[config.mk]
export PLATFORM = sky130hd
export DESIGN_NAME = let_dependency_latency_bounds
export DESIGN_NICKNAME = d
export VERILOG_FILES = /design/src/ldlb_pkg.sv /design/src/ldlb_ctrl.sv /design/src/ldlb_datapath.sv /design/src/let_dependency_latency_bounds.sv
export SDC_FILE = /design/constraint.sdc
export NUM_CORES = 2
export LEC_CHECK = 0
export BUFFER_PORTS_ARGS = -buffer_cell sky130_fd_sc_hd__buf_2
export CAP_MARGIN = 25
export CORE_ASPECT_RATIO = 0.75
export CORE_MARGIN = 8
export CORE_UTILIZATION = 55
export CTS_CLUSTER_SIZE = 12
export DETAILED_ROUTE_END_ITERATION = 7
export GPL_TIMING_DRIVEN = 0
export PLACE_DENSITY = 0.79
export SYNTH_ARGS = -nofsm -noshare
export SYNTH_HDL_FRONTEND = slang
export SYNTH_SLANG_ARGS = --single-unit
[constraint.sdc]
create_clock -name clock -period 9.2 [get_ports clock]
set_input_delay 0 -clock clock [delete_from_list [all_inputs] [get_ports clock]]
set_output_delay 0 -clock clock [all_outputs]
set_load 0.005 [all_outputs]
[src/ldlb_pkg.sv]
package ldlb_pkg;

   // Field widths
   localparam int TIME_W   = 20;
   localparam int REPS_W   = 4;
   localparam int MAX_REPS = 8;
   localparam int BOUND_W  = 32;

   // Internal widths: products of a period and a count, signed working values,
   // and the remainder unit.
   localparam int PROD_W = 24;
   localparam int CALC_W = 28;
   localparam int MAG_W  = 27;
   localparam int REM_W  = 25;
   localparam int CNT_W  = 5;

   localparam int REQ_DATA_W = 112;
   localparam int RSP_DATA_W = 40;

   typedef enum logic [3:0] {
      ST_IDLE,
      ST_GCD_T,
      ST_WAIT_T,
      ST_GCD_K,
      ST_WAIT_K,
      ST_MOD_M,
      ST_WAIT_M,
      ST_PREP,
      ST_MOD_A,
      ST_WAIT_A,
      ST_EMIT
   } state_type;

   typedef struct packed {
      logic load;
      logic gcd_start;
      logic gcd_sel;
      logic gt_save;
      logic gk_save;
      logic mod_start;
      logic mod_sel;
      logic m_save;
      logic diff_save;
      logic emit;
   } cmd_type;

   typedef struct packed {
      logic gcd_done;
      logic mod_done;
      logic last_pair;
      logic out_free;
   } status_type;

endpackage

[src/ldlb_ctrl.sv]
module ldlb_ctrl (
   input  logic               clock,
   input  logic               reset,
   input  logic               req_tvalid,
   output logic               req_tready,
   input  ldlb_pkg::status_type status,
   output ldlb_pkg::cmd_type  cmd
);

   ldlb_pkg::state_type state_ff, state_in;

   // State register
   always_ff @(posedge clock) begin
      if (reset) begin
         state_ff <= ldlb_pkg::ST_IDLE;
      end else begin
         state_ff <= state_in;
      end
   end

   // Next state
   always_comb begin
      state_in = state_ff;
      unique case (state_ff)
         ldlb_pkg::ST_IDLE:   if (req_tvalid) state_in = ldlb_pkg::ST_GCD_T;
         ldlb_pkg::ST_GCD_T:  state_in = ldlb_pkg::ST_WAIT_T;
         ldlb_pkg::ST_WAIT_T: if (status.gcd_done) state_in = ldlb_pkg::ST_GCD_K;
         ldlb_pkg::ST_GCD_K:  state_in = ldlb_pkg::ST_WAIT_K;
         ldlb_pkg::ST_WAIT_K: if (status.gcd_done) state_in = ldlb_pkg::ST_MOD_M;
         ldlb_pkg::ST_MOD_M:  state_in = ldlb_pkg::ST_WAIT_M;
         ldlb_pkg::ST_WAIT_M: if (status.mod_done) state_in = ldlb_pkg::ST_PREP;
         ldlb_pkg::ST_PREP:   state_in = ldlb_pkg::ST_MOD_A;
         ldlb_pkg::ST_MOD_A:  state_in = ldlb_pkg::ST_WAIT_A;
         ldlb_pkg::ST_WAIT_A: if (status.mod_done) state_in = ldlb_pkg::ST_EMIT;
         ldlb_pkg::ST_EMIT: begin
            if (status.out_free) begin
               state_in = status.last_pair ? ldlb_pkg::ST_IDLE : ldlb_pkg::ST_PREP;
            end
         end
         default: state_in = ldlb_pkg::ST_IDLE;
      endcase
   end

   // Commands to the datapath
   always_comb begin
      cmd        = '0;
      req_tready = 1'b0;
      unique case (state_ff)
         ldlb_pkg::ST_IDLE: begin
            req_tready = 1'b1;
            cmd.load   = req_tvalid;
         end
         ldlb_pkg::ST_GCD_T:  cmd.gcd_start = 1'b1;
         ldlb_pkg::ST_WAIT_T: cmd.gt_save = status.gcd_done;
         ldlb_pkg::ST_GCD_K: begin
            cmd.gcd_start = 1'b1;
            cmd.gcd_sel   = 1'b1;
         end
         ldlb_pkg::ST_WAIT_K: cmd.gk_save = status.gcd_done;
         ldlb_pkg::ST_MOD_M:  cmd.mod_start = 1'b1;
         ldlb_pkg::ST_WAIT_M: cmd.m_save = status.mod_done;
         ldlb_pkg::ST_PREP:   cmd.diff_save = 1'b1;
         ldlb_pkg::ST_MOD_A: begin
            cmd.mod_start = 1'b1;
            cmd.mod_sel   = 1'b1;
         end
         ldlb_pkg::ST_WAIT_A: cmd.mod_sel = 1'b1;
         ldlb_pkg::ST_EMIT: begin
            cmd.mod_sel = 1'b1;
            cmd.emit    = status.out_free;
         end
         default: cmd = '0;
      endcase
   end

endmodule

[src/ldlb_datapath.sv]
module ldlb_datapath (
   input  logic                               clock,
   input  logic                               reset,
   input  ldlb_pkg::cmd_type                  cmd,
   output ldlb_pkg::status_type               status,
   input  logic [ldlb_pkg::REQ_DATA_W-1:0]    req_tdata,
   output logic                               rsp_tvalid,
   input  logic                               rsp_tready,
   output logic [ldlb_pkg::RSP_DATA_W-1:0]    rsp_tdata,
   output logic                               rsp_tuser,
   output logic                               rsp_tlast
);

   localparam int TW = ldlb_pkg::TIME_W;
   localparam int RW = ldlb_pkg::REPS_W;
   localparam int PW = ldlb_pkg::PROD_W;
   localparam int CW = ldlb_pkg::CALC_W;
   localparam int MW = ldlb_pkg::MAG_W;
   localparam int EW = ldlb_pkg::REM_W;
   localparam int NW = ldlb_pkg::CNT_W;
   localparam int BW = ldlb_pkg::BOUND_W;

   // Request fields
   logic [TW-1:0] f_ti, f_tj, f_di, f_ri, f_rj;
   logic [RW-1:0] f_ki, f_kj;
   assign f_ti = req_tdata[TW-1:0];
   assign f_tj = req_tdata[2*TW-1:TW];
   assign f_di = req_tdata[3*TW-1:2*TW];
   assign f_ri = req_tdata[4*TW-1:3*TW];
   assign f_rj = req_tdata[5*TW-1:4*TW];
   assign f_ki = req_tdata[5*TW+RW-1:5*TW];
   assign f_kj = req_tdata[5*TW+2*RW-1:5*TW+RW];

   logic [TW-1:0] ti_ff, tj_ff, di_ff, ri_ff, rj_ff;
   logic [RW-1:0] ki_ff, kj_ff, ai_ff, aj_ff;
   logic [TW-1:0] gt_ff;
   logic [PW-1:0] gk_ff;
   logic signed [CW-1:0] m_ff, diff_ff;

   // Clamped counts
   logic [RW-1:0] ki_c, kj_c;
   always_comb begin
      ki_c = f_ki;
      if (f_ki == '0) ki_c = RW'(1);
      else if (f_ki > RW'(ldlb_pkg::MAX_REPS)) ki_c = RW'(ldlb_pkg::MAX_REPS);
      kj_c = f_kj;
      if (f_kj == '0) kj_c = RW'(1);
      else if (f_kj > RW'(ldlb_pkg::MAX_REPS)) kj_c = RW'(ldlb_pkg::MAX_REPS);
   end

   // Signed views of the stored operands
   logic signed [CW-1:0] ti_s, tj_s, di_s, ri_s, rj_s, gt_s;
   assign ti_s = $signed(CW'(ti_ff));
   assign tj_s = $signed(CW'(tj_ff));
   assign di_s = $signed(CW'(di_ff));
   assign ri_s = $signed(CW'(ri_ff));
   assign rj_s = $signed(CW'(rj_ff));
   assign gt_s = $signed(CW'(gt_ff));

   logic [PW-1:0] prod_si, prod_dj, hyper_i, hyper_j;
   assign prod_si = PW'(ti_ff) * PW'(ai_ff);
   assign prod_dj = PW'(tj_ff) * PW'(aj_ff);
   assign hyper_i = PW'(ti_ff) * PW'(ki_ff);
   assign hyper_j = PW'(tj_ff) * PW'(kj_ff);

   logic signed [CW-1:0] num_n, diff_c, a_val, b_val;
   assign num_n  = ri_s - rj_s + di_s;
   assign diff_c = $signed(CW'(prod_si)) - $signed(CW'(prod_dj));
   assign a_val  = gt_s - m_ff - diff_ff;
   assign b_val  = ti_s - m_ff - diff_ff;

   // Operand registers and pair counters
   always_ff @(posedge clock) begin
      if (cmd.load) begin
         ti_ff <= (f_ti == '0) ? TW'(1) : f_ti;
         tj_ff <= (f_tj == '0) ? TW'(1) : f_tj;
         di_ff <= f_di;
         ri_ff <= f_ri;
         rj_ff <= f_rj;
         ki_ff <= ki_c;
         kj_ff <= kj_c;
         ai_ff <= RW'(1);
         aj_ff <= RW'(1);
      end else if (cmd.emit) begin
         if (aj_ff == kj_ff) begin
            aj_ff <= RW'(1);
            ai_ff <= ai_ff + RW'(1);
         end else begin
            aj_ff <= aj_ff + RW'(1);
         end
      end
      if (cmd.diff_save) diff_ff <= diff_c;
   end

   // Binary gcd unit: one halving or subtraction each cycle
   logic [PW-1:0] ga_ff, gb_ff;
   logic [NW-1:0] gsh_ff;
   logic          grun_ff;
   logic [PW-1:0] gres;
   assign gres = ga_ff << gsh_ff;

   always_ff @(posedge clock) begin
      if (reset) begin
         grun_ff <= 1'b0;
      end else if (cmd.gcd_start) begin
         grun_ff <= 1'b1;
      end else if (cmd.gt_save || cmd.gk_save) begin
         grun_ff <= 1'b0;
      end
      if (cmd.gcd_start) begin
         ga_ff  <= cmd.gcd_sel ? hyper_i : PW'(ti_ff);
         gb_ff  <= cmd.gcd_sel ? hyper_j : PW'(tj_ff);
         gsh_ff <= '0;
      end else if (grun_ff && (ga_ff != gb_ff)) begin
         if (!ga_ff[0] && !gb_ff[0]) begin
            ga_ff  <= ga_ff >> 1;
            gb_ff  <= gb_ff >> 1;
            gsh_ff <= gsh_ff + NW'(1);
         end else if (!ga_ff[0]) begin
            ga_ff <= ga_ff >> 1;
         end else if (!gb_ff[0]) begin
            gb_ff <= gb_ff >> 1;
         end else if (ga_ff > gb_ff) begin
            ga_ff <= (ga_ff - gb_ff) >> 1;
         end else begin
            gb_ff <= (gb_ff - ga_ff) >> 1;
         end
      end
      if (cmd.gt_save) gt_ff <= TW'(gres);
      if (cmd.gk_save) gk_ff <= gres;
   end

   // Restoring remainder unit: one dividend bit each cycle
   logic signed [CW-1:0] dvd;
   logic [CW-1:0]        dvd_abs;
   logic [PW-1:0]        dvs;
   logic [MW-1:0]        mag_ff;
   logic [EW-1:0]        rem_ff;
   logic [NW-1:0]        cnt_ff;
   logic                 neg_ff, mrun_ff;
   logic [EW:0]          trial;
   logic [PW-1:0]        negmod;
   logic signed [CW-1:0] negmod_s;

   assign dvd     = cmd.mod_sel ? a_val : num_n;
   assign dvd_abs = dvd[CW-1] ? CW'(-dvd) : CW'(dvd);
   assign dvs     = cmd.mod_sel ? gk_ff : PW'(gt_ff);
   assign trial   = {rem_ff, mag_ff[MW-1]};

   always_ff @(posedge clock) begin
      if (reset) begin
         mrun_ff <= 1'b0;
      end else if (cmd.mod_start) begin
         mrun_ff <= 1'b1;
      end
      if (cmd.mod_start) begin
         mag_ff <= dvd_abs[MW-1:0];
         neg_ff <= dvd[CW-1];
         rem_ff <= '0;
         cnt_ff <= NW'(MW);
      end else if (mrun_ff && (cnt_ff != '0)) begin
         mag_ff <= mag_ff << 1;
         cnt_ff <= cnt_ff - NW'(1);
         if (trial >= (EW+1)'(dvs)) rem_ff <= EW'(trial - (EW+1)'(dvs));
         else rem_ff <= trial[EW-1:0];
      end
   end

   // Distance up to the next multiple of the divisor
   always_comb begin
      if (neg_ff) negmod = rem_ff[PW-1:0];
      else if (rem_ff == '0) negmod = '0;
      else negmod = dvs - rem_ff[PW-1:0];
   end
   assign negmod_s = $signed(CW'(negmod));

   always_ff @(posedge clock) begin
      if (cmd.m_save) m_ff <= tj_s + num_n + negmod_s;
   end

   // Bound of the current pair
   logic signed [CW-1:0] pmin_g, lval;
   logic                 has;
   assign pmin_g = a_val + negmod_s;
   assign has    = (pmin_g <= b_val);
   assign lval   = rj_s - ri_s + ti_s - tj_s - pmin_g - diff_ff;

   // Output register
   logic          out_valid_ff;
   logic [RW-1:0] o_ai_ff, o_aj_ff;
   logic [BW-1:0] o_bound_ff;
   logic          o_has_ff, o_last_ff;
   logic          last_pair;
   assign last_pair = (ai_ff == ki_ff) && (aj_ff == kj_ff);

   always_ff @(posedge clock) begin
      if (reset) begin
         out_valid_ff <= 1'b0;
      end else begin
         out_valid_ff <= cmd.emit || (out_valid_ff && !rsp_tready);
      end
      if (cmd.emit) begin
         o_ai_ff    <= ai_ff;
         o_aj_ff    <= aj_ff;
         o_has_ff   <= has;
         o_last_ff  <= last_pair;
         o_bound_ff <= has ? {{(BW-CW){lval[CW-1]}}, lval} : '0;
      end
   end

   assign rsp_tvalid = out_valid_ff;
   assign rsp_tdata  = {o_bound_ff, o_aj_ff, o_ai_ff};
   assign rsp_tuser  = o_has_ff;
   assign rsp_tlast  = o_last_ff;

   assign status.gcd_done  = grun_ff && (ga_ff == gb_ff);
   assign status.mod_done  = mrun_ff && (cnt_ff == '0);
   assign status.last_pair = last_pair;
   assign status.out_free  = !out_valid_ff || rsp_tready;

endmodule

[src/let_dependency_latency_bounds.sv]
// Per request: two gcd runs, one remainder for the offset term, then one remainder per
// execution pair. Requests are handled one at a time, paced by the single bit-serial
// remainder unit shared by all pairs.
// A new request is taken while the final response still waits in the output register.
// Reset is synchronous and active high; it returns the controller to idle and
// empties the output register.
module let_dependency_latency_bounds (
   input  logic                            clock,
   input  logic                            reset,
   input  logic                            req_tvalid,
   output logic                            req_tready,
   // period_src, period_dst, deadline_src, release_src, release_dst, reps_src, reps_dst
   input  logic [ldlb_pkg::REQ_DATA_W-1:0] req_tdata,
   output logic                            rsp_tvalid,
   input  logic                            rsp_tready,
   // index_src, index_dst, latency_bound
   output logic [ldlb_pkg::RSP_DATA_W-1:0] rsp_tdata,
   // has_bound
   output logic                            rsp_tuser,
   output logic                            rsp_tlast
);

   ldlb_pkg::cmd_type    cmd;
   ldlb_pkg::status_type status;

   ldlb_ctrl u_ctrl (
      .clock      (clock),
      .reset      (reset),
      .req_tvalid (req_tvalid),
      .req_tready (req_tready),
      .status     (status),
      .cmd        (cmd)
   );

   ldlb_datapath u_datapath (
      .clock      (clock),
      .reset      (reset),
      .cmd        (cmd),
      .status     (status),
      .req_tdata  (req_tdata),
      .rsp_tvalid (rsp_tvalid),
      .rsp_tready (rsp_tready),
      .rsp_tdata  (rsp_tdata),
      .rsp_tuser  (rsp_tuser),
      .rsp_tlast  (rsp_tlast)
   );

   // A request keeps the block busy for at least the following cycle.
   assert property (@(posedge clock) disable iff (reset)
      req_tvalid && req_tready |=> !req_tready)
      else $error("request accepted while the previous one is in progress");

   // A pair without a bound carries a zero bound field.
   assert property (@(posedge clock) disable iff (reset)
      rsp_tvalid && !rsp_tuser |-> rsp_tdata[39:8] == 32'd0)
      else $error("bound field not cleared for a pair without a bound");

   // Execution indices count from one.
   assert property (@(posedge clock) disable iff (reset)
      rsp_tvalid |-> (rsp_tdata[3:0] != 4'd0) && (rsp_tdata[7:4] != 4'd0))
      else $error("execution index of zero in a response");

endmodule

# Word level (Yosys, flattened, before mapping)
# Cells that the tools add are included.
# totals
register_bits	372
input_bits	116
output_inout_bits	44
wordCells	173
# op_classes
addsub	24
mul	4
n_lt_le_gt_ge	5
eq_ne	23
n_shift	1
muxes	46
reduce_logical	37
# op_table
op	n
24-bit two-way mux	17
28-bit subtractor	4
20-bit by 4-bit multiplier with 24-bit output	4
27-bit two-way mux	3
24-bit subtractor	3
28-bit by 21-bit adder with 28-bit output	2
28-bit by 25-bit adder with 28-bit output	2
21-bit by 28-bit subtractor with 28-bit output	2
4-bit one-hot mux with 11 select lines	1
20-bit by 20-bit subtractor with 21-bit output	2
20-bit zero test	2
4-bit two-way mux	9
21-bit by 28-bit adder with 28-bit output	1
28-bit less-or-equal comparator	1
28-bit two-way mux	1
28-bit by 21-bit subtractor with 28-bit output	1
27-bit negator	1
26-bit by 24-bit >= comparator with 1-bit output	1
25-bit zero test	1
25-bit two-way mux	1
24-bit by 24-bit subtractor with 25-bit output	1
25-bit by 24-bit subtractor with 25-bit output	1
24-bit equality test	1
24-bit greater-than comparator	1
29 further kinds	77

# Logic depth before layout (Yosys ltp)
# logic_depth
ltp_word	10
depth_mapped	46
mapped_depth_nobuf	41

# Cells and area by module
# A second synthesis with hierarchy kept.
# hier_totals
cells_unflattened	4942
area_unflattened_um2	44031.0
# by_module_without_submodules
module	instances	cells_per_inst	area_each_um2	seq_area_each_um2
ldlb_datapath	1	4883	43583.0	10440.0
ldlb_ctrl	1	59	447.9	80.1

# Least setup slack after synthesis
# No wires, ideal clock.
# synth_path
kind	reg-to-reg
start	reg u_ctrl.state_ff[2]
end	reg, netlist name u_datapath.o_bound_ff[27]
setup_time_ps	150
arrival_ps	10009
required_time_ps	9050
slack_ps	-959
path_stages_with_launch	44
path_buffers	5
synth_period_minus_slack_ps	10159
path_cell_list	dfxtp_1 > clkbuf_1 > nand2b_1 > nand2b_1 > clkbuf_1 > clkbuf_1 > clkbuf_1 > clkbuf_1 > mux2i_1 > ha_1 > inv_1 > fa_1 > xnor2_1 > o31ai_1 > ha_1 > nor2b_1 > o21ai_0 > a21boi_0 > (+8 left out) > fa_1 > fa_1 > inv_1 > fa_1 > inv_1 > ha_1 > nor2_1 > o21ai_0 > a2111oi_1 > o211ai_1 > a31oi_1 > o21bai_1 > a21o_1 > nand2_1 > a2111oi_0 > a2111oi_0 > xnor3_1 > nor3_2
# synth_via
elab_chain_cells	10
word_cells_on_any_way	13
cone_classes	add/sub (4); order compare (1); eq/ne (3); mux (4); reduce/logical (1)
# synth_rtl
item	line	source
start: declaration	ldlb_ctrl.sv:10	ldlb_pkg::state_type state_ff, state_in;
start signal: assignment	ldlb_ctrl.sv:15	state_ff <= ldlb_pkg::ST_IDLE;
start signal: assignment	ldlb_ctrl.sv:17	state_ff <= state_in;
4-bit equality test	ldlb_ctrl.sv:48	unique case (state_ff)
3-bit OR reduction (no source line) (*)	--	
1-bit two-way mux (*)	ldlb_ctrl.sv:48	
24-bit two-way mux (*)	ldlb_datapath.sv:147	assign dvs = cmd.mod_sel ? gk_ff : PW'(gt_ff);
24-bit subtractor (*)	ldlb_datapath.sv:173	else negmod = dvs - rem_ff[PW-1:0];
24-bit two-way mux (*)	ldlb_datapath.sv:172	else if (rem_ff == '0) negmod = '0;
24-bit two-way mux (*)	ldlb_datapath.sv:171	if (neg_ff) negmod = rem_ff[PW-1:0];
28-bit by 25-bit adder with 28-bit output (*)	ldlb_datapath.sv:184	assign pmin_g = a_val + negmod_s;
28-bit subtractor (2 in a row)	ldlb_datapath.sv:186	assign lval = rj_s - ri_s + ti_s - tj_s - pmin_g - diff_ff;
# Mark *: on every way between the ends. The rest lies on a longest branch, timed or not.
# A chain may end at the register's enable or synchronous reset.

# Worst setup path after layout
# layout_path
start	reg u_ctrl.state_ff[2]
end	reg, netlist name u_datapath.o_bound_ff[27]
# layout_via
elab_chain_cells	10
word_cells_on_any_way	13
cone_classes	add/sub (4); order compare (1); eq/ne (3); mux (4); reduce/logical (1)
# layout_rtl
item	line
4-bit equality test	ldlb_ctrl.sv:48
3-bit OR reduction (no source line) (*)	--
1-bit two-way mux (*)	ldlb_ctrl.sv:48
24-bit two-way mux (*)	ldlb_datapath.sv:147
24-bit subtractor (*)	ldlb_datapath.sv:173
24-bit two-way mux (*)	ldlb_datapath.sv:172
24-bit two-way mux (*)	ldlb_datapath.sv:171
28-bit by 25-bit adder with 28-bit output (*)	ldlb_datapath.sv:184
28-bit subtractor (2 in a row)	ldlb_datapath.sv:186
# Marked as above.

==> flow_summary.rst <==
.. list-table::
   :header-rows: 1

   * - Metric
     - Value
   * - Gate count of the mapped netlist
     - 4,887
   * - Average detailed-routed wire length per instance
     - 23.5 µm
   * - Final setup fails
     - 0
   * - Clock sink count
     - 369
   * - Standard cell core area
     - 78,500 µm²
   * - Storage cell area
     - 10,600 µm²
   * - Area added between synthesis and finish
     - 13.9%
   * - RSZ-0062 raised after global routing
     - true
   * - Sum of overflow across all layers after global routing
     - 0
   * - Achievable clock frequency
     - 109 MHz
   * - Global router's overall resource usage
     - 32.6%
   * - Maximum number of pins on one net before global-route repair
     - 69
   * - Library cell with the largest summed area after synthesis
     - edfxtp_1
   * - Horiz. Die Dim
     - 341 µm
   * - Share of the synthesized area in the top cell type
     - 22.0%
   * - Final non-filler cell area
     - 49,500 µm²
   * - Fill count
     - 6,463
   * - Final Hold Viols
     - 0
   * - Final Max Slew Viols
     - 0
   * - Final standard cell count with taps included and fillers excluded
     - 6,350
   * - Tcrit/Tclk final
     - 99.4%
   * - Clock transition time at the flip-flop clock pins of the worst setup and hold paths
     - 60 ps
   * - Worst Tran Pin Value
     - 1200 ps
   * - Routed vias/inst
     - 6.18
   * - Synthesized netlist net count
     - 5,755
   * - Hold WC Path Type
     - in -> reg
   * - Total DRC errors in the routed layout
     - 1
   * - Yosys synthesis warning count
     - 0
   * - Critical path required time
     - 9560 ps
   * - Sequential cell area fraction in the yosys report
     - 24.3%
   * - Number of antenna violations at the first check in global routing
     - 7
   * - Signal arrival time at the worst endpoint
     - 9510 ps
   * - Initial core utilization
     - 55.4%
   * - Most frequently used cell type in the post-synthesis netlist
     - inv_1
   * - Fin nets
     - 6,133
   * - Root buffer cell
     - clkbuf_16
   * - Count of nets left with antenna violations after detail routing
     - 0
   * - Count of flip-flops with a built-in enable after synthesis
     - 319
   * - Buffers on Ports
     - 155
   * - Iteration-0 DRC Markers
     - 4,473
   * - Layout Skew
     - 27.7 ps
   * - Clock latency on the worst-skew pair
     - 630 ps
   * - Mean cell area of the mapped netlist
     - 8.89 µm²
   * - Count of boundary I/O pins
     - 160
   * - Startpoint Class
     - flip-flop
   * - TritonRoute pass-1 iters
     - 8
   * - Mapped Area
     - 43,500 µm²
   * - Overall routed net length
     - 149,000 µm
   * - CP max FO
     - 6
   * - Crit end category
     - flip-flop
   * - Leading cell types by count after synthesis
     - inv_1 (559), nand2_1 (482), ha_1 (435), a21oi_1 (345), edfxtp_1 (319)
   * - H-Tree Level Count
     - 2
   * - Violations in the final reports
     - DRC
   * - Outcome
     - complete, but fails checks
   * - DR vias
     - 39,224
   * - Rows
     - 89
   * - Die ar.
     - 88,400 µm²
   * - Vert. Die Dim
     - 259 µm
   * - Max-slew headroom at the worst pin
     - 20.1%
   * - Library cells used by synthesis
     - 90
   * - Final estimated routing congestion in global placement
     - 1.01
   * - Largest cells by area after synthesis
     - edfxtp_1 (22%), fa_1 (15%), ha_1 (13%)
   * - TritonCTS buffer count
     - 44
   * - TritonCTS clock tree
     - yes
   * - Number of buffers between clock root and the deepest sink
     - 3
   * - Placed standard-cell area
     - 45,800 µm²
   * - First-pass GRT wire length
     - 224,000 µm
   * - Worst-path cell with the longest stage delay
     - fa_1
   * - Number of max-capacitance violations reported
     - 0
   * - Type of the setup path with the least slack
     - reg -> reg
   * - Cells after DPL
     - 6,105
   * - Number of flip-flops and latches in the synthesized netlist
     - 369
   * - Placed wire-length estimate after detailed placement
     - 117,000 µm
   * - Via count of the first global-routing pass
     - 37,536
   * - CP max stage delay
     - 490 ps
   * - Dominant synthesized flop cell
     - edfxtp_1
   * - Share of synthesized flip-flops with an asynchronous set or reset
     - 0%
   * - Shortest period the worst path allows
     - 9150 ps
   * - Proportion of layout cells with a drive suffix above 1
     - 9.38%
   * - Footprint of the multi-input gates
     - 30,400 µm²
-- metrics by stage --
step                      hold WS (ps)  worst slack (ps)  setup TNS (ps)  utilization, %
after floorplan                   69.1              16.6               0               -
after global placement             177             -2750          -61910            58.1
after detailed placement           178             -2820          -65240            58.4
after global routing              96.5              -229            -758            63.0
after CTS                         83.7              4.98               0            62.2
final                             99.6              50.9               0            63.1
-- cell usage in the layout (no fill, tap or decap), types with 50 or more instances in the layout --
cell / count
nand2b_1: 50
edfxtp_1: 319
dlygate4sd3_1: 113
clkbuf_1: 212
buf_4: 58
and2_1: 151
nand2_1: 478
xnor2_1: 205
nor2_1: 309
a21oi_1: 332
nor3_1: 88
a211oi_1: 50
xor2_1: 118
a21o_1: 122
inv_1: 555
nand3_1: 57
o21ai_0: 223
fa_1: 316
ha_1: 423
buf_2: 163
-- path summary, 6_finish.rpt --
check | startpoint | endpoint | slack [ps] | cells past startpoint
setup / recovery | u_ctrl.state_ff[2]$_SDFFE_PP0P_ | u_datapath.o_bound_ff[27]$_SDFFCE_PN0P_ | 50 | 41
hold / removal | req_tdata[63] | u_datapath.ri_ff[3]$_DFFE_PP_ | 100 | 2
setup reg to reg | u_ctrl.state_ff[2]$_SDFFE_PP0P_ | u_datapath.o_bound_ff[27]$_SDFFCE_PN0P_ | 50 | 41
hold reg to reg | u_datapath.ai_ff[2]$_SDFFE_PP0P_ | u_datapath.o_ai_ff[2]$_DFFE_PP_ | 440 | 0
-- area by class of cell --
cell class                      instances  share of cell area, %
Antenna cell                            5                 0.0253
Buffer                                235                   2.05
Clock buffer                           53                   2.33
Clock inverter                         27                  0.728
Inverter                              563                   4.27
Multi-Input combinational cell       3713                   61.4
Sequential cell                       369                   21.4
Tap cell                             1046                   2.64
Timing Repair Buffer                  339                   5.21
-- cell families (layout without fill, tap and decap cells) --
kind of cell               count (synthesis)  count (layout)  share of synthesized area [%]
adders and majority gates                752             752                           27.1
and+or+nand+nor                         1412            1413                           15.7
muxes                                     67              67                           1.97
other                                      0               5                              0
buffers and inverters                    806            1217                           7.12
xor gates and xnor gates                 334             334                           6.80
AOI/OAI and AO/OA                       1147            1147                           16.9
DFF                                      369             369                           24.3
-- timing repair --
item | 4_1_cts | 5_1_grt
endpoints found under the hold margin | 115 | 0
hold buffers | 113 | 0
cloned | 2 | 0
pin swaps | 18 | 46
endpoints found under the setup margin | 29 | 29
resized for setup | 66 | 68
setup buffers | 14 | 33
-- worst max-delay path: cells and delay by family, from the launching register on --
| kind | cells | cell delay (ps) |
|---|---|---|
| DFF | 1 | 320 |
| and+or+nand+nor | 6 | 640 |
| adders and majority gates | 7 | 2700 |
| xor gates and xnor gates | 3 | 600 |
| buffers and inverters | 7 | 700 |
| muxes | 1 | 250 |
| AOI/OAI and AO/OA | 17 | 3690 |
-- flip-flops by register name, indices dropped and copies added (netlist names), 5 cells and up --
register / flops
u_datapath.m_ff: 28
u_datapath.o_bound_ff: 28
u_datapath.mag_ff: 27
u_datapath.diff_ff: 25
u_datapath.rem_ff: 25
u_datapath.ga_ff: 24
u_datapath.gb_ff: 24
u_datapath.gk_ff: 24
u_datapath.di_ff: 20
u_datapath.gt_ff: 20
u_datapath.ri_ff: 20
u_datapath.rj_ff: 20
u_datapath.ti_ff: 20
u_datapath.tj_ff: 20
u_datapath.cnt_ff: 5
u_datapath.gsh_ff: 5
-- layer usage --
| layer | vias up | global-route usage (%) | wire (µm) |
|---|---|---|---|
| li1 | 17634 | - | - |
| met2 | 2297 | 46.5 | 60500 |
| met5 | - | 0 | 30 |
| met4 | 4 | 15.8 | 8440 |
| met1 | 18880 | 44.9 | 60400 |
| met3 | 409 | 9.80 | 19800 |
Power is left out: the tool's default activity adds up to more than one toggle a clock period on the data nets, which glitch-free logic cannot reach.
